## src/qdpr_pkg.sv

```systemverilog
// Shared types and constants for the quantized dot product requantizer.
// Used by the front, the row queue, the back end and the top level.
// Has no dependencies.
package qdpr_pkg;

    localparam int CFG_INDEX_W = 3;
    localparam int CFG_DATA_W  = 31;
    localparam int LEN_CFG_W   = 13;
    localparam int ROW_W       = 12;
    localparam int ACC_W       = 32;
    localparam int QUEUE_DEPTH = 4;
    localparam int QPTR_W      = 2;
    localparam int QCNT_W      = 3;

    localparam logic [7:0] OUT_MAX = 8'd255;

    localparam logic [CFG_INDEX_W-1:0] REG_IN_LENGTH    = 3'd0;
    localparam logic [CFG_INDEX_W-1:0] REG_OUT_LENGTH   = 3'd1;
    localparam logic [CFG_INDEX_W-1:0] REG_INPUT_ZP     = 3'd2;
    localparam logic [CFG_INDEX_W-1:0] REG_WEIGHT_ZP    = 3'd3;
    localparam logic [CFG_INDEX_W-1:0] REG_OUTPUT_ZP    = 3'd4;
    localparam logic [CFG_INDEX_W-1:0] REG_MULTIPLIER   = 3'd5;
    localparam logic [CFG_INDEX_W-1:0] REG_SHIFT        = 3'd6;
    localparam logic [CFG_INDEX_W-1:0] REG_BIAS_ENABLE  = 3'd7;

    typedef struct packed {
        logic [LEN_CFG_W-1:0] in_length;
        logic [LEN_CFG_W-1:0] out_length;
        logic [7:0]           input_zp;
        logic signed [7:0]    weight_zp;
        logic                 bias_enable;
    } front_cfg_t;

    typedef struct packed {
        logic [30:0] multiplier;
        logic [5:0]  shift;
        logic [7:0]  output_zp;
    } back_cfg_t;

    typedef struct packed {
        logic [ACC_W-1:0] acc;
        logic [ROW_W-1:0] row;
        logic             last;
    } row_entry_t;

endpackage

```

## src/qdpr_front.sv

```systemverilog
// Front end: accepts activation/weight/bias items, runs the multiply-accumulate
// and the column and row counters, and emits one row entry at each row end.
// Depends on qdpr_pkg.
module qdpr_front import qdpr_pkg::*; #(
    parameter int MAX_LENGTH = 4096,
    parameter int MAX_ROWS   = 4096
) (
    input  logic              aclk,
    input  logic              aresetn,
    input  front_cfg_t        cfg,
    input  logic              in_fire,
    input  logic [7:0]        activation,
    input  logic signed [7:0] weight,
    input  logic signed [31:0] bias,
    output logic              push,
    output row_entry_t        push_entry
);

    localparam int LEN_W = $clog2(MAX_LENGTH + 1);
    localparam int RW    = $clog2(MAX_ROWS + 1);

    logic [ACC_W-1:0] acc_reg, acc_next, acc_base;
    logic [LEN_W-1:0] col_reg, col_next, col_inc, n_len;
    logic [RW-1:0]    row_reg, row_next, row_inc, n_rows;
    logic signed [8:0]  da, dw;
    logic signed [17:0] prod;
    logic             row_end, last;

    always_comb begin
        if (cfg.in_length == '0) begin
            n_len = LEN_W'(1);
        end else if (32'(cfg.in_length) > MAX_LENGTH) begin
            n_len = LEN_W'(MAX_LENGTH);
        end else begin
            n_len = LEN_W'(cfg.in_length);
        end
        if (cfg.out_length == '0) begin
            n_rows = RW'(1);
        end else if (32'(cfg.out_length) > MAX_ROWS) begin
            n_rows = RW'(MAX_ROWS);
        end else begin
            n_rows = RW'(cfg.out_length);
        end
    end

    assign da   = $signed({1'b0, activation}) - $signed({1'b0, cfg.input_zp});
    assign dw   = 9'(weight) - 9'(cfg.weight_zp);
    assign prod = da * dw;

    always_comb begin
        if (col_reg == '0) begin
            acc_base = cfg.bias_enable ? bias : '0;
        end else begin
            acc_base = acc_reg;
        end
    end

    assign acc_next = acc_base + ACC_W'(prod);
    assign col_inc  = col_reg + LEN_W'(1);
    assign row_inc  = row_reg + RW'(1);
    assign row_end  = col_inc >= n_len;
    assign last     = row_inc >= n_rows;

    always_comb begin
        col_next = col_reg;
        row_next = row_reg;
        if (in_fire) begin
            col_next = row_end ? '0 : col_inc;
            if (row_end) begin
                row_next = last ? '0 : row_inc;
            end
        end
    end

    always_ff @(posedge aclk) begin
        if (!aresetn) begin
            acc_reg <= '0;
            col_reg <= '0;
            row_reg <= '0;
        end else begin
            if (in_fire) begin
                acc_reg <= acc_next;
            end
            col_reg <= col_next;
            row_reg <= row_next;
        end
    end

    assign push            = in_fire && row_end;
    assign push_entry.acc  = acc_next;
    assign push_entry.row  = ROW_W'(row_reg);
    assign push_entry.last = last;

    a_col_restart: assert property (@(posedge aclk) disable iff (!aresetn)
        push |=> col_reg == '0)
        else $error("column count did not restart after a row end");

endmodule

```

## config.mk

```make
export PLATFORM = sky130hd
export DESIGN_NAME = qdpr_front
export DESIGN_NICKNAME = d
export VERILOG_FILES = /design/src/qdpr_pkg.sv /design/src/qdpr_front.sv
export SDC_FILE = /design/constraint.sdc
export NUM_CORES = 1
export LEC_CHECK = 0
export BUFFER_PORTS_ARGS = -buffer_cell sky130_fd_sc_hd__buf_2
export CORE_ASPECT_RATIO = 1.5
export CORE_MARGIN = 1
export CORE_UTILIZATION = 45
export DETAILED_ROUTE_END_ITERATION = 8
export PLACE_DENSITY_LB_ADDON = 0.2
export SLEW_MARGIN = 20
export SYNTH_ARGS = -nofsm -noshare
export SYNTH_HDL_FRONTEND = slang
export SYNTH_SLANG_ARGS = --single-unit
```

## constraint.sdc

```tcl
create_clock -name aclk -period 17.3 [get_ports aclk]
set_input_delay 1.73 -clock aclk [delete_from_list [all_inputs] [get_ports aclk]]
set_output_delay 1.73 -clock aclk [all_outputs]
set_load 0.01 [all_outputs]
```

After elaboration in Yosys (flattened, before gate mapping)
Index checks and enable logic that the tools add are counted.

word-level totals
  register bits = 58
  bits in latches = 0
  bits in writable memories = 0
  memory bits (read-only) = 0
  logic and storage cells = 26
  memories kept = 0

cells by class
  add/sub/neg operators = 5
  multipliers = 1
  divide/modulo/power cells = 0
  $lt $le $gt $ge = 4
  eq/ne operators = 0
  shifts and indexed selects = 0
  mux-type cells = 8
  bitwise operators = 0
  reductions and logical operators = 5

operator list
  cell                                           number
  2-to-1 mux 13 bit                              6
  2-to-1 mux 32 bit                              2
  zero test 13 bit                               3
  adder 32 bit                                   1
  adder 13 x 1 -> 13 bit, second input constant  2
  >= comparator 13 bit                           2
  > comparator 13 bit, second input constant     2
  multiplier 9 x 9 -> 18 bit                     1
  subtractor 8 x 8 -> 9 bit                      2
  AND reduction 2 bit                            1
  logical AND 1 bit                              1

Longest topological paths before layout
Gate-level depths: netlist of the first run.

  depth in word-level cells = 5
  mapped depth = 44

Worst setup path after synthesis of the first run
Ideal clock, no wire load.

  path type = input -> output
  start = input cfg[3] in the netlist's numbering
  end = output push_entry[44] in the netlist's numbering
  arrival time = 10.174 ns
  data required time = 15.570 ns
  path slack = 5.396 ns
  stages on the path = 40
  cells stage by stage = inv_1 -> ha_1 -> nor2b_1 -> o21ai_0 -> nand2b_1 -> a21o_1 -> a21o_1 -> a2111oi_0 -> a21oi_1 -> nand2b_1 -> fa_1 -> fa_1 -> inv_1 -> fa_1 -> fa_1 -> inv_1 -> fa_1 -> inv_1 -> (+4 left out) -> o21bai_1 -> a21oi_1 -> nor2b_1 -> o21a_1 -> nor2_1 -> xnor2_1 -> ha_1 -> o21a_1 -> o211ai_1 -> nor3_1 -> nor2_1 -> o21ai_0 -> or4b_4 -> a31oi_4 -> a21oi_2 -> o31a_1 -> o22ai_2 -> xnor2_1

RTL lines
  element      line              text
  from (decl)  qdpr_front.sv:10  input front_cfg_t cfg,
  to (decl)    qdpr_front.sv:16  output row_entry_t push_entry

==> results.json, run 1 <==
{
  "result_of_the_run": "complete, no violations",
  "crit_path_start_kind": "input port",
  "fin_nets": 1537,
  "drtAntennaViolNets": 0,
  "mappedNetlistArea_um2": 9042,
  "clock_latency_ns": 0.34,
  "chipWidth_um": 117.7,
  "synth_edf_count": 0,
  "synth-seq-cells": 58,
  "clkSinkCount": 58,
  "period_minus_slack_ns": 12.85,
  "worst-path-max-fanout": 10,
  "maxCapViolations": 0,
  "cpLargestDelayFamily": "adder cells",
  "placeable_core_region_um2": 19710,
  "initialDrtViolationCount": 405,
  "die_area_um2": 20680,
  "fmaxAchievable_mhz": 77.80,
  "crit_required_ns": 15.57,
  "cpMaxStageDelayCell": "a21oi_1",
  "post-cts-setup-buffer-count": 0,
  "grt_first_pass_wirelength_mm": 36.81,
  "cts_tree": "done",
  "synth-main-ff-cell": "dfxtp_1",
  "synth_cells": 1155,
  "path_class": "input port to output pin",
  "final.setup_skew_ns": 0.01130,
  "synth_async_sr_flop_share_pct": 0,
  "synth_cell_types": 60,
  "timing.critical_path.mode_cell": "fa_1",
  "clk_transition_reported_paths_ns": 0.05,
  "detailroute.via_count": 8142,
  "gp_congestion": 0.8559,
  "antenna_violations_before_repair": 1,
  "root_buffer": "clkbuf_16",
  "io_buffers": 139,
  "synth_most_common_cell": "nand2_1",
  "detail_route.first_pass.iterations": 5,
  "crit_path_max_incr_delay_ns": 0.63,
  "slew_violations": 0,
  "cp.buffers_inverters": 6,
  "overflow_after_grt": 0,
  "fin_util_pct": 51.91,
  "data_arrival_at_the_endpoint_of_the_critical_path_ns": 11.12,
  "drc_errors": 0,
  "antenna_cells": 0,
  "post_synth.cell_area_avg_um2": 7.829,
  "largest_cells_by_area_after_synthesis": "fa_1, ha_1, dfxtp_1",
  "clock_tree.htree_level_count": 3,
  "yosys-top-cells-count": "nand2_1, inv_1, nor2_1",
  "num_rows": 63,
  "crit_path_end_kind": "output pin",
  "detailed_place_hpwl_mm": 17.93,
  "final_min_period_over_clock_period_pct": 74.30,
  "grt_pass1_vias": 7994,
  "floorplan.initialDensity_pct": 45.89,
  "setup_violations": 0,
  "synth-warning-count": 0,
  "seq_area_frac_synth_pct": 12.84,
  "largest_register_ff_count": 32,
  "timing.final.hold_violations": 0,
  "die_h_um": 175.6,
  "postCtsResizedCells": 0,
  "avgRoutedWirePerCell_um": 14.62,
  "cts-hold-fix-buffers": 0,
  "fin_hold_ws_ns": 0.4627,
  "grt_util_all_layers_pct": 21.81,
  "finalWirelength_mm": 22.29,
  "clock_tree.buffer_depth": 2,
  "synth_largest_type_area_fraction_pct": 16.38,
  "syn-num-nets": 1432,
  "detail_route.vias_per_cell": 5.339,
  "pin_count": 140,
  "synth.largest_area_cell": "fa_1",
  "cts-buffers-inserted": 9,
  "area_growth_pct": 13.13,
  "grt_max_degree": 73,
  "max_slew.worst_pin.slew_ns": 0.9462,
  "timing.setup.tns_ns": 0,
  "share_of_cells_above_drive_strength_1_pct": 13.83,
  "relSlewSlack_pct": 36.47,
  "rsz0062_at_grt": "false",
  "worst_hold_path_type": "register to register"
}
layout by cell type (no fill, tap or decap), types with 7 or more instances in the layout:
cell type,instances
fa_1,74
clkbuf_16,9
a21o_1,23
nor2_1,113
ha_1,109
or3_1,7
o21a_1,18
xor2_1,22
nor2b_1,14
a21oi_1,67
nor3_1,13
o21bai_1,11
dfxtp_1,58
mux2i_1,30
xnor2_1,64
nand2b_1,25
or4_1,7
o21ai_0,53
inv_1,129
nor4_1,7
buf_2,139
nand4_1,16
nand2_1,143
nand3_1,28
layout make-up:
cell class / count / area (um^2)
clock buffers: 11 / 252.7
clock inverters: 5 / 100.1
fillers: 1959 / 9477
inverters: 129 / 484.2
multi-input cells: 919 / 7181
flip-flops and latches: 58 / 1161
well taps: 260 / 325.3
repair buffers: 143 / 725.7
worst min-delay path, cell delays in order (launching register included):
cell	delay [ns]
dfxtp_1	0.31
nand2_1	0.05
a21oi_1	0.05
final timing paths:
path	startpoint	end	slack, ns	cells past startpoint
max reg2reg	col_reg[0]	acc_reg[26]	12.11	20
min	row_reg[12]	row_reg[12]	0.46	2
max	cfg[1]	push_entry[44]	4.45	42
min reg2reg	row_reg[12]	row_reg[12]	0.46	2
logic make-up after synthesis:
kind of cell,share of synthesized area (%)
flops,12.84
mux,3.570
xor+xnor,8.690
simple gates,20.42
compound gates,15.08
buf+inv,7.929
fa+ha+maj,31.47
per-layer routing:
metal	vias up	GRT usage, %	routed length [um]
li1	4064	-	-
met1	3893	24.48	9012
met2	158	43.28	12260
met3	27	1.753	686
met4	0	5.876	332
met5	-	0	0
metrics by stage:
stage / setup slack (ns) / cells / instance area (um^2)
final: 4.447 / 1525 / 10230
after global routing: 3.648 / 1525 / 10230
after CTS: 4.441 / 1525 / 10220
after detailed placement: 4.465 / 1509 / 9866
after global placement: 4.647 / 1509 / 9866
after floorplan: 5.396 / 1155 / 9042
Power of run 1 is not shown: default switching activity piles up to over one toggle a cycle in this logic, so the estimate is an artifact.
==> run 2, diff against run 1 <==
- clock period: 17.3 -> 10.9 ns (I/O delays scaled with it)
==> run 2 against run 1 <==
Effect of this change: sequential share of layout area shrank 0.41 points; cell area grew 3.8%; non-clock buffer count up 35; worst hold slack got worse by 0.0015 ns; highest routed layer unchanged; die area stayed put; core utilization grew 2.0 points; routed wire length increased by 1.7%; clock skew fell by 0.0059 ns.
==> results.json, run 2 (same netlist as run 1, synthesis figures left out) <==
{
  "placeable_core_region_um2": 19710,
  "detail_route.vias_per_cell": 5.276,
  "regToRegStartpoint": "col_reg[0]",
  "area_growth_pct": 17.39,
  "cpMaxStageDelayCell": "fa_1",
  "data_arrival_at_the_endpoint_of_the_critical_path_ns": 9.36,
  "hp-start": "row_reg[12]",
  "overflow_after_grt": 0,
  "detailed_place_hpwl_mm": 18.34,
  "crit_path_end_kind": "output pin",
  "most_common_cell_after_layout_fill_and_taps_aside": "nand2_1",
  "crit_path_start_kind": "input port",
  "grt_pass1_vias": 8052,
  "clock_tree.buffer_depth": 2,
  "worst-path-max-fanout": 5,
  "drc_errors": 0,
  "clock_latency_ns": 0.34,
  "drtAntennaViolNets": 0,
  "maxCapViolations": 0,
  "root_buffer": "clkbuf_16",
  "slew_violations": 0,
  "initialDrtViolationCount": 302,
  "die_area_um2": 20680,
  "crit_required_ns": 9.81,
  "antenna_violations_before_repair": 1,
  "final_min_period_over_clock_period_pct": 95.88,
  "cts_tree": "done",
  "floorplan.initialDensity_pct": 45.89,
  "path_class": "input port to output pin",
  "fin_util_pct": 53.87,
  "num_rows": 63,
  "fin_nets": 1572,
  "grt_util_all_layers_pct": 22.04,
  "reg2regPathDepth": 20,
  "avgRoutedWirePerCell_um": 14.53,
  "grt_first_pass_wirelength_mm": 37.17,
  "period_minus_slack_ns": 10.45,
  "io_buffers": 139,
  "grt.busiest_layer": "met2",
  "cts-hold-fix-buffers": 0,
  "clock_tree.htree_level_count": 3,
  "share_of_cells_above_drive_strength_1_pct": 18.62,
  "fin_hold_ws_ns": 0.4613,
  "final.setup_skew_ns": 0.005430,
  "max_slew.worst_pin.slew_ns": 0.7896,
  "setup_violations": 0,
  "pin_count": 140,
  "worst_setup_path_endpoint": "push_entry[44]",
  "critical_path.reg2reg.endpoint": "acc_reg[26]",
  "gp_congestion": 0.8648,
  "clkSinkCount": 58,
  "worst_hold_path_type": "register to register",
  "reg2reg_slack_ns": 5.78,
  "relSlewSlack_pct": 47.36,
  "grt_max_degree": 73,
  "result_of_the_run": "complete, no violations",
  "cp-startpoint": "activation[0]",
  "grt_util_met3_pct": 2.143,
  "finalWirelength_mm": 22.66,
  "detail_route.first_pass.iterations": 4,
  "die_h_um": 175.6,
  "layout.cells.most_common_list": "nand2_1, buf_2, inv_1",
  "antenna_cells": 0,
  "timing.final.hold_violations": 0,
  "cts-buffers-inserted": 9,
  "rsz0062_at_grt": "true",
  "largest_register_ff_count": 32,
  "clk_transition_reported_paths_ns": 0.06,
  "grt_util_met2_pct": 43.16,
  "detailroute.via_count": 8230,
  "met1_usage_pct": 24.87,
  "chipWidth_um": 117.7,
  "min_path_cells": 2,
  "crit_path_max_incr_delay_ns": 0.55,
  "fmaxAchievable_mhz": 95.69
}
-- run 2: changes by cell type in the layout (fill, tap and decap cells not counted), moves of 5 or more --
| cell | previous run | this run |
|---|---|---|
| a21oi_1 | 67 | 56 |
| ha_1 | 109 | 104 |
| a21oi_2 | 1 | 11 |
| buf_4 | 4 | 39 |
-- run 2: layout make-up --
cell class	instances	area, um^2
sequential	58	1161
inverter	129	484.2
fill	1967	9091
clock inverter	4	25.02
multi-input combinational	919	7365
tap	260	325.3
clock buffer	12	266.5
timing repair buffer	178	988.4
-- run 2: layer usage --
layer	up-vias	part of all wire [%]
li1	4135	-
met1	3908	40
met2	159	55
met3	28	3.0
met4	0	1.7
met5	-	0
-- run 2: critical path: cells and delay by family --
family,cells,cell delay (ns)
compound gates,18,2.85
xor+xnor,2,0.23
fa+ha+maj,9,3.58
simple gates,6,1.11
buf+inv,7,0.47
-- run 2: metrics by stage --
step                setup WS (ns)   TNS [ns]  instance area, um^2  instances
floorplan                  0.2764          0                 9042       1155
global placement        -0.001042  -0.001042                10040       1532
detailed placement        -0.1541    -0.2007                10040       1532
CTS                       0.03788          0                10350       1549
global route             -0.05020   -0.08924                10620       1560
finish                     0.4495          0                10620       1560
-- run 2: worst min-delay path by stage --
stage / to
2_1_floorplan: row_reg[12]
6_report: row_reg[12]
3_3_place_gp: row_reg[12]
5_1_grt: row_reg[12]
3_5_place_dp: row_reg[12]
4_1_cts: row_reg[12]
-- run 2: timing repair --
action | 4_1_cts | 5_1_grt
resized for setup | 4 | 37
pin swaps | 1 | 43
endpoints found under the setup margin | 2 | 11
hold endpoints to repair | 0 | 0
buffers inserted | 1 | 11
Power of run 2 is left out for the same reason.
==> run 3, diff against run 2 <==
- CORE_MARGIN: 1 -> 2
- CORE_UTILIZATION: 45 -> 53
==> run 3 against run 2 <==
Effect of this change: routed wire length fell by 1.1%; die area shrank 12%; critical path depth increased by 3; clock-buffer cell count is 1 higher; worst hold slack improved by 0.018 ns; clock skew is 0.0048 ns higher; critical endpoint is now push_entry[36]; largest cell class unchanged.
==> results.json, run 3 (same netlist as run 1, synthesis figures left out) <==
{
  "die_area_um2": 18140,
  "detailed_place_hpwl_mm": 17.97,
  "drtAntennaViolNets": 0,
  "grt_first_pass_wirelength_mm": 36.46,
  "slew_violations": 0,
  "grt_util_all_layers_pct": 24.14,
  "gp_congestion": 0.8525,
  "clk_transition_reported_paths_ns": 0.05,
  "maxCapViolations": 0,
  "final_design_area_no_fill_um2": 10460,
  "placeable_core_region_um2": 16760,
  "worst_hold_path_type": "register to register",
  "final_min_period_over_clock_period_pct": 96.28,
  "clock_tree.buffer_depth": 2,
  "detail_route.vias_per_cell": 5.551,
  "clock_tree.htree_level_count": 3,
  "cts_tree": "done",
  "cts-hold-fix-buffers": 0,
  "setup_violations": 0,
  "num_rows": 58,
  "drc_errors": 0,
  "clock_latency_ns": 0.33,
  "detailed_place.area_um2": 9946,
  "die_h_um": 164.0,
  "grt_max_degree": 73,
  "fmaxAchievable_mhz": 95.28,
  "place_ws_ns": -0.1928,
  "final.setup_skew_ns": 0.01027,
  "pin_count": 140,
  "crit_path_end_kind": "output pin",
  "fin_nets": 1567,
  "cpMaxStageDelayCell": "fa_1",
  "reg2regPathDepth": 20,
  "max_slew.worst_pin.slew_ns": 0.7628,
  "crit_path_start_kind": "input port",
  "detail_route.first_pass.iterations": 5,
  "path_class": "input port to output pin",
  "largest_register_ff_count": 32,
  "avgRoutedWirePerCell_um": 14.90,
  "cp-startpoint": "cfg[10]",
  "layout.cells.most_common_list": "nand2_1, buf_2, inv_1",
  "crit_required_ns": 9.81,
  "antenna_violations_before_repair": 0,
  "result_of_the_run": "complete, no violations",
  "grt_pass1_vias": 8092,
  "overflow_after_grt": 0,
  "initialDrtViolationCount": 364,
  "root_buffer": "clkbuf_16",
  "share_of_cells_above_drive_strength_1_pct": 17.70,
  "critical_path.reg2reg.endpoint": "acc_reg[26]",
  "area_growth_pct": 15.66,
  "regToRegStartpoint": "col_reg[0]",
  "antenna_cells": 0,
  "worst_setup_path_endpoint": "push_entry[36]",
  "detailroute.via_count": 8349,
  "crit_path_max_incr_delay_ns": 0.50,
  "finalWirelength_mm": 22.42,
  "num-fill-cells": 1536,
  "clkSinkCount": 58,
  "period_minus_slack_ns": 10.49,
  "relSlewSlack_pct": 49.14,
  "reg2reg_slack_ns": 5.86,
  "worst-path-max-fanout": 4,
  "most_common_cell_after_layout_fill_and_taps_aside": "nand2_1",
  "timing.setup.tns_ns": 0,
  "worst_slack_ns": 0.4051,
  "chipWidth_um": 110.7,
  "data_arrival_at_the_endpoint_of_the_critical_path_ns": 9.40,
  "cts-buffers-inserted": 9,
  "floorplan.initialDensity_pct": 53.94,
  "timing.final.hold_violations": 0,
  "io_buffers": 139
}
==> run 3: cell types whose count changed in the layout (fill, tap and decap cells not counted), sizes merged <==
cell / before / now
bufinv: 0 / 1
clkinvlp: 2 / 0
clkinv: 2 / 1
clkbuf: 12 / 13
buf: 178 / 173
==> run 3: critical path: cells and delay by family <==
family                     cells  cell delay [ns]
and+or+nand+nor                6             0.95
buffers and inverters          9             0.95
adders and majority gates      8             3.09
AOI/OAI and AO/OA             19             2.78
xor gates and xnor gates       3             0.55
==> run 3: repair_timing <==
action	CTS	global route
resized for setup	3	32
setup buffers	1	10
pin swaps	1	41
endpoints found under the setup margin	2	11
==> run 3: final cells by class <==
type                    count  area, um^2  share of cell area [%]
repair buffers            173       950.9                   9.092
inverters                 129       484.2                   4.630
clock buffers              13       270.3                   2.584
well taps                 210       262.8                   2.512
flip-flops and latches     58        1161                   11.10
clock inverters             2       35.03                  0.3350
multi-input cells         919        7295                   69.75
==> run 3: worst min-delay path by stage <==
stage | slack, ns | to | startpoint | cells after the start
2_1_floorplan | 0.44 | row_reg[12] | row_reg[12] | 2
4_1_cts | 0.47 | row_reg[12] | row_reg[12] | 2
3_5_place_dp | 0.47 | row_reg[12] | row_reg[12] | 2
5_1_grt | 0.50 | row_reg[12] | row_reg[12] | 2
3_3_place_gp | 0.45 | row_reg[12] | row_reg[12] | 2
6_report | 0.48 | row_reg[12] | row_reg[12] | 2
==> run 3: through the flow <==
step / instances / hold slack (ns) / utilization [%]
detailed placement: 1478 / 0.4651 / 59.33
finish: 1504 / 0.4790 / 62.39
floorplan: 1155 / 0.4444 / -
CTS: 1494 / 0.4722 / 61.24
global route: 1504 / 0.5007 / 62.39
global placement: 1478 / 0.4508 / 59.33
==> run 3: layer usage <==
layer	part of all wire, %	global-route usage, %
met4	3.1	9.261
met2	54	46.51
met3	3.5	2.140
met5	0	0
met1	40	27.45
Power of run 3 is left out for the same reason.
