$ cat src/qdpr_pkg.sv
// Shared types and constants for the quantized dot product requantizer.
// Used by the front, the row queue, the back end and the top level.
// Has no dependencies.
package qdpr_pkg;

    localparam int CFG_INDEX_W = 3;
    localparam int CFG_DATA_W  = 31;
    localparam int LEN_CFG_W   = 13;
    localparam int ROW_W       = 12;
    localparam int ACC_W       = 32;
    localparam int QUEUE_DEPTH = 4;
    localparam int QPTR_W      = 2;
    localparam int QCNT_W      = 3;

    localparam logic [7:0] OUT_MAX = 8'd255;

    localparam logic [CFG_INDEX_W-1:0] REG_IN_LENGTH    = 3'd0;
    localparam logic [CFG_INDEX_W-1:0] REG_OUT_LENGTH   = 3'd1;
    localparam logic [CFG_INDEX_W-1:0] REG_INPUT_ZP     = 3'd2;
    localparam logic [CFG_INDEX_W-1:0] REG_WEIGHT_ZP    = 3'd3;
    localparam logic [CFG_INDEX_W-1:0] REG_OUTPUT_ZP    = 3'd4;
    localparam logic [CFG_INDEX_W-1:0] REG_MULTIPLIER   = 3'd5;
    localparam logic [CFG_INDEX_W-1:0] REG_SHIFT        = 3'd6;
    localparam logic [CFG_INDEX_W-1:0] REG_BIAS_ENABLE  = 3'd7;

    typedef struct packed {
        logic [LEN_CFG_W-1:0] in_length;
        logic [LEN_CFG_W-1:0] out_length;
        logic [7:0]           input_zp;
        logic signed [7:0]    weight_zp;
        logic                 bias_enable;
    } front_cfg_t;

    typedef struct packed {
        logic [30:0] multiplier;
        logic [5:0]  shift;
        logic [7:0]  output_zp;
    } back_cfg_t;

    typedef struct packed {
        logic [ACC_W-1:0] acc;
        logic [ROW_W-1:0] row;
        logic             last;
    } row_entry_t;

endpackage

$ cat src/qdpr_queue.sv
// Short queue of finished row sums between the front end and the back end.
// Depends on qdpr_pkg.
module qdpr_queue import qdpr_pkg::*; (
    input  logic       aclk,
    input  logic       aresetn,
    input  logic       push,
    input  row_entry_t push_entry,
    input  logic       pop,
    output row_entry_t head,
    output logic       not_empty,
    output logic       full
);

    row_entry_t          slot_reg [QUEUE_DEPTH];
    logic [QPTR_W-1:0]   wr_ptr_reg, rd_ptr_reg;
    logic [QCNT_W-1:0]   count_reg, count_next;

    assign head      = slot_reg[rd_ptr_reg];
    assign not_empty = count_reg != '0;
    assign full      = count_reg == QCNT_W'(QUEUE_DEPTH);

    always_comb begin
        count_next = count_reg;
        if (push && !pop) begin
            count_next = count_reg + QCNT_W'(1);
        end else if (pop && !push) begin
            count_next = count_reg - QCNT_W'(1);
        end
    end

    always_ff @(posedge aclk) begin
        if (push) begin
            slot_reg[wr_ptr_reg] <= push_entry;
        end
    end

    always_ff @(posedge aclk) begin
        if (!aresetn) begin
            wr_ptr_reg <= '0;
            rd_ptr_reg <= '0;
            count_reg  <= '0;
        end else begin
            if (push) begin
                wr_ptr_reg <= wr_ptr_reg + QPTR_W'(1);
            end
            if (pop) begin
                rd_ptr_reg <= rd_ptr_reg + QPTR_W'(1);
            end
            count_reg <= count_next;
        end
    end

    a_no_overflow: assert property (@(posedge aclk) disable iff (!aresetn)
        push |-> (!full || pop))
        else $error("row queue written while full");

    a_no_underflow: assert property (@(posedge aclk) disable iff (!aresetn)
        pop |-> not_empty)
        else $error("row queue read while empty");

endmodule

$ cat config.mk
export PLATFORM = sky130hd
export DESIGN_NAME = qdpr_queue
export DESIGN_NICKNAME = d
export VERILOG_FILES = /design/src/qdpr_pkg.sv /design/src/qdpr_queue.sv
export SDC_FILE = /design/constraint.sdc
export NUM_CORES = 1
export LEC_CHECK = 0
export BUFFER_PORTS_ARGS = -buffer_cell sky130_fd_sc_hd__buf_2
export CAP_MARGIN = 20
export CORE_UTILIZATION = 61
export CTS_CLUSTER_DIAMETER = 60
export CTS_CLUSTER_SIZE = 40
export DETAILED_ROUTE_END_ITERATION = 7
export PLACE_DENSITY_LB_ADDON = 0.15
export SLEW_MARGIN = 20
export SYNTH_ARGS = -nofsm -noshare
export SYNTH_HDL_FRONTEND = slang
export SYNTH_SLANG_ARGS = --single-unit
$ cat constraint.sdc
create_clock -name aclk -period 3.3 [get_ports aclk]
set_input_delay 0.66 -clock aclk [delete_from_list [all_inputs] [get_ports aclk]]
set_output_delay 0.66 -clock aclk [all_outputs]
set_load 0.02 [all_outputs]
# Word-level counts from Yosys, hierarchy flattened
# Memories as Yosys holds them, arrays and structs flattened. A register that Yosys moved wholly into a read port is not among the register bits.
# Cells that the tools add are included.
dict set report word_totals {
  out_inout_bits 47
  inputBits 49
  mem_count 1
  ff_bits 7
  ramBits 180
  elab_cells 21
}
# memory depth width rd rd_clocked_by_memory_dff wr line
set memory_table {}
lappend memory_table {slot_reg 4 45 1 1 1 qdpr_queue.sv:14} ;# row_entry_t slot_reg [QUEUE_DEPTH];
dict set report op_classes {
  eq_ne 1
  mux 6
  n_addsub 4
  n_reduce_logical 6
}
# cell n
set ops {}
lappend ops {{$mux 3} 2}
lappend ops {{$add 2x1->2 const B} 2}
lappend ops {{$mux 2} 2}
lappend ops {{$add 3x1->3 const B} 1}
lappend ops {{$eq 3x3->1 const B} 1}
lappend ops {{$reduce_bool 3->1} 1}
lappend ops {{$sub 3x1->3 const B} 1}
lappend ops {{$logic_and 1x1->1} 2}
lappend ops {{$logic_not 1->1} 2}
lappend ops {{$mux 1} 2}
lappend ops {{$reduce_bool 2->1} 1}

# Depth between registers and ports, before layout
# Gate-level depths: netlist of run 1.
dict set report depth {
  ltp_word 4
  ltp_mapped 7
  depth_no_buf 7
}

# Worst setup path after synthesis of run 1
# OpenSTA, ideal clock, no wires.
dict set report synth_path {
  path_kind {input -> register}
  from {input port push}
  to {memory slot_reg[0][0] in the netlist's numbering (enable)}
  stages 1
  path_slack_ns 1.150
  setup_time_ns 0.407
  n_path_buf 0
  required_ns 2.893
  arrival_time_ns 1.743
  path_cell_list {and2_1}
}
dict set report synth_via {
  elab_chain_cells 2
}
# element line
set synth_lines {}
lappend synth_lines {{from (decl)} qdpr_queue.sv:6} ;# input logic push,
lappend synth_lines {{$mux 1} qdpr_queue.sv:32} ;# if (push) begin
lappend synth_lines {{$mux 1 (not written as such)} qdpr_queue.sv:33} ;# slot_reg[wr_ptr_reg] <= push_entry;
lappend synth_lines {{to (decl)} qdpr_queue.sv:14}
# No other way between the ends.

==> impl_results.md, run 1 <==
- Lkg Pwr: roughly 2.8 nW
- Power per Cell Area: 647 nW/um^2
- Grt ovf: 0
- CTS tree: yes
- WL/cell: 20.6 microns
- Die area: 11,900 sq um
- R2R Setup Slk: about 1500 ps
- Routing usage on met1: between 20% and 30%
- Final Cycle Share: a little under nine tenths
- Sequential area share after synthesis: 79.8%
- Max_cap viols: 0
- Clk Latency, worst-skew pair: 420 ps
- Vias in the first global route: about 3.3k
- Largest net degree at the start of global routing: between 40 and 50
- Vias/cell: 5.69
- Worst Hold Class: input port to flop
- Max reg flops: 180
- Layout net count: 445
- Sum Neg Setup Slack: 0 ps
- Final slew viol count: 0
- Final ANT Viol Nets: 0
- Overall routing resource usage: approximately 21%
- Worst Tran Pin Value: between 600 and 700 ps
- Critical Path Fanout Max: 29
- Final Setup Violations: 0
- Dpl cell area: ~7700 sq um
- Row count: 38
- Status: finished, final reports clean
- Vias: between 3k and 4k
- Reg2reg end: slot_reg[0][2]$_DFFE_PP_
- Detailed Route Iter0 Violations: 156
- CP required: approximately 2600 ps
- Met2 usage: a little over a third
- Core Region: about 11,000 sq um
- CTS Hold Bufs: 0
- GRT met3 Usage: under 10%
- Register bit total from synthesis: approximately 190
- GPL Wtd Cong: around 0.66
- Critical R2R Launch: wr_ptr_reg[0]$_SDFFE_PN0P_
- Synthesized area: between 7000 and 8000 sq um
- Postcts setup bufs: 0
- R2R cell count: 4
- Post-detailed-placement half-perimeter wirelength: ~6800 microns
- Setup WS post-layout: 488 ps
- CTS Buffer Depth: 2
- Die Wd: 109 microns
- Crit Path Category: flop to output port
- Critical Path Sink: head[29]
- Area grow syn2layout: 17.8%
- Syn nets: about 330
- Boundary Pins: 96
- Number of H-tree levels: 4
- Synth warn: 0
- Cells after Synth: 278
- Initial core utilization: between 60% and 70%
- Post-Route Skew: about 8.3 ps
- Port-buffer cells: 95
- First-pass GRT wire length: about 17,000 microns
- Clock root cell: clkbuf_16
- Pre-CTS setup slack: ~900 ps
- DRC: 0
- Most frequent cells in the layout: edfxtp_1 (180), buf_2 (95), mux4_2 (40)
- PostCTS Resize Cnt: 0
- Worst slew margin: 56.6%
- Final instance area: slightly above 8000 sq um
- Unrepaired setup endpoints after global routing: false
- Commonest non-fill, non-tap cell in the layout: edfxtp_1
- Ratio of cells with drive above 1 in the final layout: approximately 44%
- Die height: 109 microns
- DRT Pass-1 Iters: 4
- GRT busiest layer: met2
- Reg clk slew, reported paths: roughly 60 ps
- Cts bufs inserted: 17
- Maximum vdd ir drop: between 0.0004 and 0.0005 V
- Worst path arrival time: around 2200 ps
- Synth Area per Inst: about 25 sq um
- Crit end category: output port
- FMAX: 0.356 GHz
- Clock sinks: approximately 190
- Endpoints failing hold: 0
- Worst Setup Start Kind: flop
- N_diodes: 0
- Crit path time final: approximately 2800 ps
- Drt total wl: 11,200 microns
- Synth cell types: 21
- Number of antenna violations at the first check in global routing: 0
cells by family after synthesis:
family,share of synthesized area [%]
flops,79.8
fa+ha+maj,1.18
simple gates,1.32
mux,15.0
xor+xnor,0.626
buf+inv,1.88
compound gates,0.179
Yosys cell counts:
master,n,area (sq um)
a21boi_0,1,7.51
mux4_1,5,131
buf_12,4,80.1
and2_1,9,56.3
xnor2_1,2,17.5
mux2i_1,2,20.0
ha_1,5,62.6
inv_1,4,15.0
edfxtp_1,180,5410
xor2_1,3,26.3
dfxtp_1,9,180
mux4_2,40,901
o21ai_0,1,5.00
nor3b_1,1,7.51
clkbuf_2,1,5.00
buf_6,1,11.3
or3_1,2,12.5
fa_1,1,20.0
nor2b_1,2,12.5
buf_2,4,20.0
nand2_1,1,3.75
power breakdown:
group / switching [mW] / total, mW / internal [mW]
combinational: 0.307 / 0.555 / 0.247
clock: 0.800 / 1.97 / 1.17
sequential: 0.0594 / 2.81 / 2.75
total: 1.17 / 5.34 / 4.17
worst min-delay path by stage:
stage                              startpoint                         to  cells past startpoint
floorplan           count_reg[2]$_SDFFE_PN0P_  count_reg[2]$_SDFFE_PN0P_                      2
global placement    count_reg[2]$_SDFFE_PN0P_  count_reg[2]$_SDFFE_PN0P_                      2
detailed placement  count_reg[2]$_SDFFE_PN0P_  count_reg[2]$_SDFFE_PN0P_                      2
CTS                             push_entry[1]   slot_reg[3][1]$_DFFE_PP_                      1
global route                    push_entry[1]   slot_reg[3][1]$_DFFE_PP_                      1
finish                         push_entry[27]  slot_reg[3][27]$_DFFE_PP_                      1
per-layer routing:
layer	share of wire, %	up-vias
li1	-	1403
met1	41	1582
met2	52	85
met3	4.8	16
met4	2.1	0
met5	0	-
critical path, stage by stage (launching register included):
cell,delay (ps)
dfxtp_4,730
buf_4,300
mux4_2,520
buf_2,170
area by class of cell:
type                    instances  area, sq um
flip-flops and latches        189         5590
clock inverters                14          153
well taps                     140          175
fillers                       644         2790
clock buffers                  17          425
inverters                       4         15.0
repair buffers                103          598
multi-input cells              75         1290
per-stage QoR:
step                total power, mW  instances  hold slack [ps]  util, %
global route                   5.51        542              438     74.8
CTS                            5.38        542              431     74.8
finish                         5.34        542              446     74.8
detailed placement             3.43        511              525     69.5
global placement               3.41        511              481     69.5
floorplan                      3.23        278              467        -
(Power assumes the default switching activity.)
==> run 2, diff against run 1 <==
--- a/config.mk
+++ b/config.mk
@@ -7,6 +7,7 @@
 export LEC_CHECK = 0
 export BUFFER_PORTS_ARGS = -buffer_cell sky130_fd_sc_hd__buf_2
 export CAP_MARGIN = 20
+export CORE_ASPECT_RATIO = 0.6
 export CORE_UTILIZATION = 61
 export CTS_CLUSTER_DIAMETER = 60
 export CTS_CLUSTER_SIZE = 40
==> run 2 against run 1 <==
  * Global-route usage up 1.5 points
  * Maximum frequency increased by 2.3%
  * Final area is essentially flat
  * Sequential power hardly changed
  * Sequential share of layout area hardly changed
  * Hold slack improved by 4.2 ps
==> impl_results.md, run 2 (synthesis results as in run 1) <==
- Die height: 85.0 microns
- Overall routing resource usage: 22.3%
- CP required: ~2600 ps
- Power per Cell Area: 654 nW/um^2
- Endpoints failing hold: 0
- Boundary Pins: 96
- DRC: 0
- Crit path time final: ~2700 ps
- Worst hold margin: 450 ps
- Critical R2R Launch: wr_ptr_reg[1]$_SDFFE_PN0P_
- Final slew viol count: 0
- Worst path arrival time: 2090 ps
- CTS Buffer Depth: 2
- Worst slew margin: just under 60%
- Hold path startpoint: push_entry[26]
- Footprint of the multi-input gates: roughly 1300 sq um
- Drt total wl: between 10,000 and 15,000 microns
- CTS tree: yes
- Port-buffer cells: 95
- Core Region: about 11,000 sq um
- Hold Path Stages: 1
- Grt ovf: 0
- CTS Hold Bufs: 0
- GRT met3 Usage: under 10%
- Lkg Pwr: ~2.8 nW
- Reg clk slew, reported paths: ~70 ps
- Clock root cell: clkbuf_16
- Setup WS post-layout: between 500 and 600 ps
- GRT busiest layer: met2
- Crit end category: output port
- Postcts setup bufs: 0
- Final Setup Violations: 0
- Maximum vdd ir drop: 0.000403 V
- Fill cells: around 600
- Max_cap viols: 0
- Clk Latency, worst-skew pair: roughly 420 ps
- Post-detailed-placement half-perimeter wirelength: approximately 7100 microns
- R2R cell count: 4
- Final Cycle Share: a little over four fifths
- Most frequent cells in the layout: edfxtp_1 (180), buf_2 (95), mux4_2 (40)
- Clock sinks: roughly 190
- Ratio of cells with drive above 1 in the final layout: roughly 45%
- Initial core utilization: approximately 65%
- First-pass GRT wire length: between 15,000 and 20,000 microns
- GPL Wtd Cong: about 0.7
- Vias/cell: just under 6
- N_diodes: 0
- Worst Hold Class: input port to flop
- Hold EP: slot_reg[3][26]$_DFFE_PP_
- Largest net degree at the start of global routing: 46
- Vias in the first global route: between 3k and 4k
- Vias: 3,139
- Final ANT Viol Nets: 0
- Area grow syn2layout: 17.8%
- Met2 usage: between 30% and 40%
- Cts bufs inserted: 17
- Post-Route Skew: about 6.9 ps
- Crit Path Category: flop to output port
- Unrepaired setup endpoints after global routing: false
- Reg2reg end: slot_reg[1][39]$_DFFE_PP_
- Routing usage on met1: between 20% and 30%
- Total area of sequential cells: 5590 sq um
- Number of antenna violations at the first check in global routing: 0
- Worst Tran Pin Value: between 600 and 700 ps
- Commonest non-fill, non-tap cell in the layout: edfxtp_1
- FMAX: between 0.3 and 0.4 GHz
- Layout net count: ~450
- Detailed Route Iter0 Violations: 175
- Number of H-tree levels: 4
- Critical Path Fanout Max: 24
- Max reg flops: 180
- PostCTS Resize Cnt: 0
- Sum Neg Setup Slack: 0 ps
- Worst Setup Start Kind: flop
- Status: finished, final reports clean
- Die Wd: between 100 and 150 microns
- R2R Setup Slk: around 1500 ps
- DRT Pass-1 Iters: 5
- Pre-CTS setup slack: approximately 1000 ps
- WL/cell: about 22 microns
- Row count: 29
- Die area: 11,900 sq um
[run 2: power breakdown]
group          switching, mW  total [mW]  internal [mW]
registers             0.0506        2.80           2.75
logic                  0.329       0.575          0.245
clock network          0.884        2.02           1.13
total                   1.26        5.39           4.13
[run 2: how the worst max path moves through the flow]
stage	start	to	slack, ps	cells past startpoint
3_3_place_gp	flop	head[41]	970	3
3_5_place_dp	flop	head[41]	970	3
4_1_cts	flop	head[41]	500	3
5_1_grt	flop	head[41]	430	3
2_1_floorplan	push	slot_reg[0][0]$_DFFE_PP_	1150	1
6_report	flop	head[41]	550	3
[run 2: stage by stage]
step	power [mW]	utilization [%]	cells	instance area, sq um
floorplan	3.23	-	278	7000
global placement	3.41	70.5	510	7650
detailed placement	3.43	70.5	510	7650
CTS	5.43	76.0	542	8240
global route	5.56	76.0	542	8240
finish	5.39	76.0	542	8240
[run 2: area by class of cell]
cell class / instances / share of cell area [%]
repair buffers: 103 / 7.10
clock buffers: 18 / 5.21
clock inverters: 14 / 1.96
multi-input cells: 75 / 15.6
inverters: 4 / 0.182
flip-flops and latches: 189 / 67.8
well taps: 139 / 2.11
[run 2: worst max-delay path, cell delays in order (launching register included)]
cell	delay, ps
dfxtp_4	660
buf_12	250
mux4_1	570
buf_2	180
[run 2: per-layer routing]
layer  wire [microns]  share of wire, %
met3              724               6.0
met5                0                 0
met2             5950                50
met4               82              0.68
met1             5210                44
==> run 3, diff against run 2 <==
--- a/config.mk
+++ b/config.mk
@@ -5,10 +5,11 @@
 export SDC_FILE = /design/constraint.sdc
 export NUM_CORES = 1
 export LEC_CHECK = 0
+export ABC_AREA = 1
 export BUFFER_PORTS_ARGS = -buffer_cell sky130_fd_sc_hd__buf_2
 export CAP_MARGIN = 20
 export CORE_ASPECT_RATIO = 0.6
-export CORE_UTILIZATION = 61
+export CORE_UTILIZATION = 51
 export CTS_CLUSTER_DIAMETER = 60
 export CTS_CLUSTER_SIZE = 40
 export DETAILED_ROUTE_END_ITERATION = 7
==> constraint.sdc (replaced) <==
create_clock -name aclk -period 2.2 [get_ports aclk]
set_input_delay 0.44 -clock aclk [delete_from_list [all_inputs] [get_ports aclk]]
set_output_delay 0.44 -clock aclk [all_outputs]
set_load 0.02 [all_outputs]
==> run 3 against run 2 <==
  * Sequential share of layout area shrank 2.5 points
  * Global-route usage down 1.5 points
  * Synthesized area up 3.6%
  * Clock power up 56%
  * Flip-flop and latch count stayed put
  * Sequential power increased by 48%
  * Final area grew 3.8%
  * Critical path type unchanged
  * Largest power group unchanged
  * Highest routed layer unchanged
==> impl_results.md, run 3 <==
- Vias: between 4k and 5k
- Grt ovf: 0
- Final cell count without fillers: 804
- Die height: about 94 microns
- Hold path startpoint: push_entry[41]
- DR WL met3: ~1000 microns
- Number of H-tree levels: 4
- Critical Path Fanout Max: 26
- Port-buffer cells: 95
- EDFF count, synth: between 150 and 200
- Initial core utilization: 52.7%
- CP required: ~1800 ps
- Cell depth of the worst setup path: 4
- Pre-CTS setup slack: roughly 340 ps
- Worst slew margin: 68.8%
- Drt total wl: 14,400 microns
- Worst Tran Pin Value: about 470 ps
- Worst path arrival time: approximately 1700 ps
- Count leader, synth: edfxtp_1
- Sum Neg Setup Slack: 0 ps
- R2R Setup Slk: 670 ps
- Clock root cell: clkbuf_16
- CTS Buffer Depth: 2
- Commonest non-fill, non-tap cell in the layout: edfxtp_1
- Endpoints failing hold: 0
- Largest net degree at the start of global routing: 91
- Cells after Synth: 494
- Worst Setup Start Kind: flop
- Lkg Pwr: 3.07 nW
- CTS Hold Bufs: 0
- Reg clk slew, reported paths: 70 ps
- Vias/cell: between 5 and 6
- Final Cycle Share: 97.5%
- Clk Latency, worst-skew pair: 420 ps
- First-pass GRT wire length: ~22,000 microns
- Syn nets: between 500 and 600
- Ratio of cells with drive above 1 in the final layout: 25.0%
- Synth area leaders: edfxtp_1 (75%), nor2_1 (5.0%), o21ai_1 (4.1%)
- Synth warn: 0
- Status: finished, final reports clean
- Critical path's slowest cell: dfxtp_4
- Final slew viol count: 0
- Yosys top cell area share: between 70% and 80%
- Worst Hold Class: input port to flop
- WL met1: 6840 microns
- Area grow syn2layout: 18.1%
- Most frequent cells in the layout: edfxtp_1 (180), nor2_1 (96), buf_2 (94)
- Core Region: ~14,000 sq um
- Post-detailed-placement half-perimeter wirelength: a little over 8000 microns
- Unrepaired setup endpoints after global routing: true
- Max reg flops: 180
- Cts bufs inserted: 17
- Boundary Pins: between 90 and 100
- Synthesized area: just over 7000 sq um
- Final ANT Viol Nets: 0
- R2R cell count: 5
- Setup WS post-layout: between 50 and 60 ps
- CP cell instances: bufbuf_16 > o21ai_1 > o22ai_1 > buf_2
- Reg2reg end: slot_reg[1][27]$_DFFE_PP_
- WL/cell: between 15 and 20 microns
- FMAX: about 0.47 GHz
- Met2 Wirelength: 6430 microns
- Final instance area: 8560 sq um
- Crit path max-delay family: buffers and inverters
- Register bit total from synthesis: between 150 and 200
- Final Setup Violations: 0
- Synth Area per Inst: 14.7 sq um
- Dpl cell area: 7870 sq um
- Synth cell types: 21
- Number of antenna violations at the first check in global routing: 1
- Layout net count: 653
- DRC: 0
- Max_cap viols: 0
- Die area: 14,700 sq um
- Crit path time final: around 2100 ps
- CTS tree: yes
- Detailed Route Iter0 Violations: 285
- Maximum vdd ir drop: 0.000457 V
- Placed Instances: around 770
- Clock sinks: between 150 and 200
- Critical path buffers and inverters: 2
- CP max stage delay: between 400 and 500 ps
- Hold EP: slot_reg[1][41]$_DFFE_PP_
- Hold Path Stages: 1
- Synth async-reset ratio: 0%
- Area leader, netlist: edfxtp_1
- Crit end category: output port
- Power per Cell Area: approximately 950 nW/um^2
- GPL Wtd Cong: approximately 0.73
- Die Wd: 156 microns
- DRT Pass-1 Iters: 5
- Overall routing resource usage: 20.8%
- Row count: 33
- Synth cell count leaders: edfxtp_1 (180), nor2_1 (96), o21ai_1 (60)
- Critical R2R Launch: wr_ptr_reg[1]$_SDFFE_PN0P_
- Crit Path Category: flop to output port
- Sequential area share after synthesis: between 70% and 80%
- DR top layer: met4
- Worst hold margin: around 230 ps
- Post-Route Skew: 6.87 ps
- Vias in the first global route: 4,147
- Synth Flop Type: edfxtp_1
-- run 3: cell count changes after synthesis, sizes merged, moves of 12 or more --
cell,delta
buf,+19
inv,+12
mux4,-45
nor2,+96
o21ai,+95
o22ai,+45
-- run 3: final cells by class --
class | count | area, sq um
sequential | 189 | 5590
fill | 1013 | 5190
multi-input combinational | 260 | 1280
timing repair buffer | 113 | 754
clock buffer | 17 | 425
tap | 192 | 240
clock inverter | 15 | 184
inverter | 17 | 85.1
antenna | 1 | 2.50
-- run 3: repair_timing --
action,CTS,global route
buffers inserted,4,1
gates cloned,1,0
setup endpoints to repair,21,30
resized for setup,0,5
pin swaps,0,0
-- run 3: worst max-delay path by stage --
stage	from	endpoint	slack, ps
2_1_floorplan	wr_ptr_reg[0]$_SDFFE_PN0P_	slot_reg[2][0]$_DFFE_PP_	330
6_report	flop	head[3]	50
3_3_place_gp	flop	head[20]	390
4_1_cts	flop	head[12]	20
5_1_grt	flop	head[3]	-50
3_5_place_dp	flop	head[20]	340
-- run 3: report_power, final --
part / switching (mW) / internal, mW / total [mW]
logic: 0.577 / 0.287 / 0.864
clock network: 1.34 / 1.81 / 3.15
registers: 0.0504 / 4.10 / 4.15
-- run 3: cell families after synthesis --
group,Yosys count,share of synthesized area (%)
AO/OA/AOI/OAI,145,10.8
adder cells (fa/ha/maj),6,1.14
buffers and inverters,45,5.33
flip-flops,189,77.0
AND/OR/NAND/NOR,109,5.71
-- run 3: per-stage QoR --
stage,utilization [%],total power [mW]
4_1_cts,62.1,8.21
3_5_place_dp,57.2,5.07
3_3_place_gp,57.2,5.05
5_1_grt,62.2,8.44
2_1_floorplan,-,4.79
6_report,62.3,8.16
-- run 3: metal layers --
layer  vias to the layer above  GRT usage (%)
li1                       2050              -
met1                      2100           29.3
met2                       133           32.3
met3                         9           4.77
met4                         0           7.19
met5                         -              0
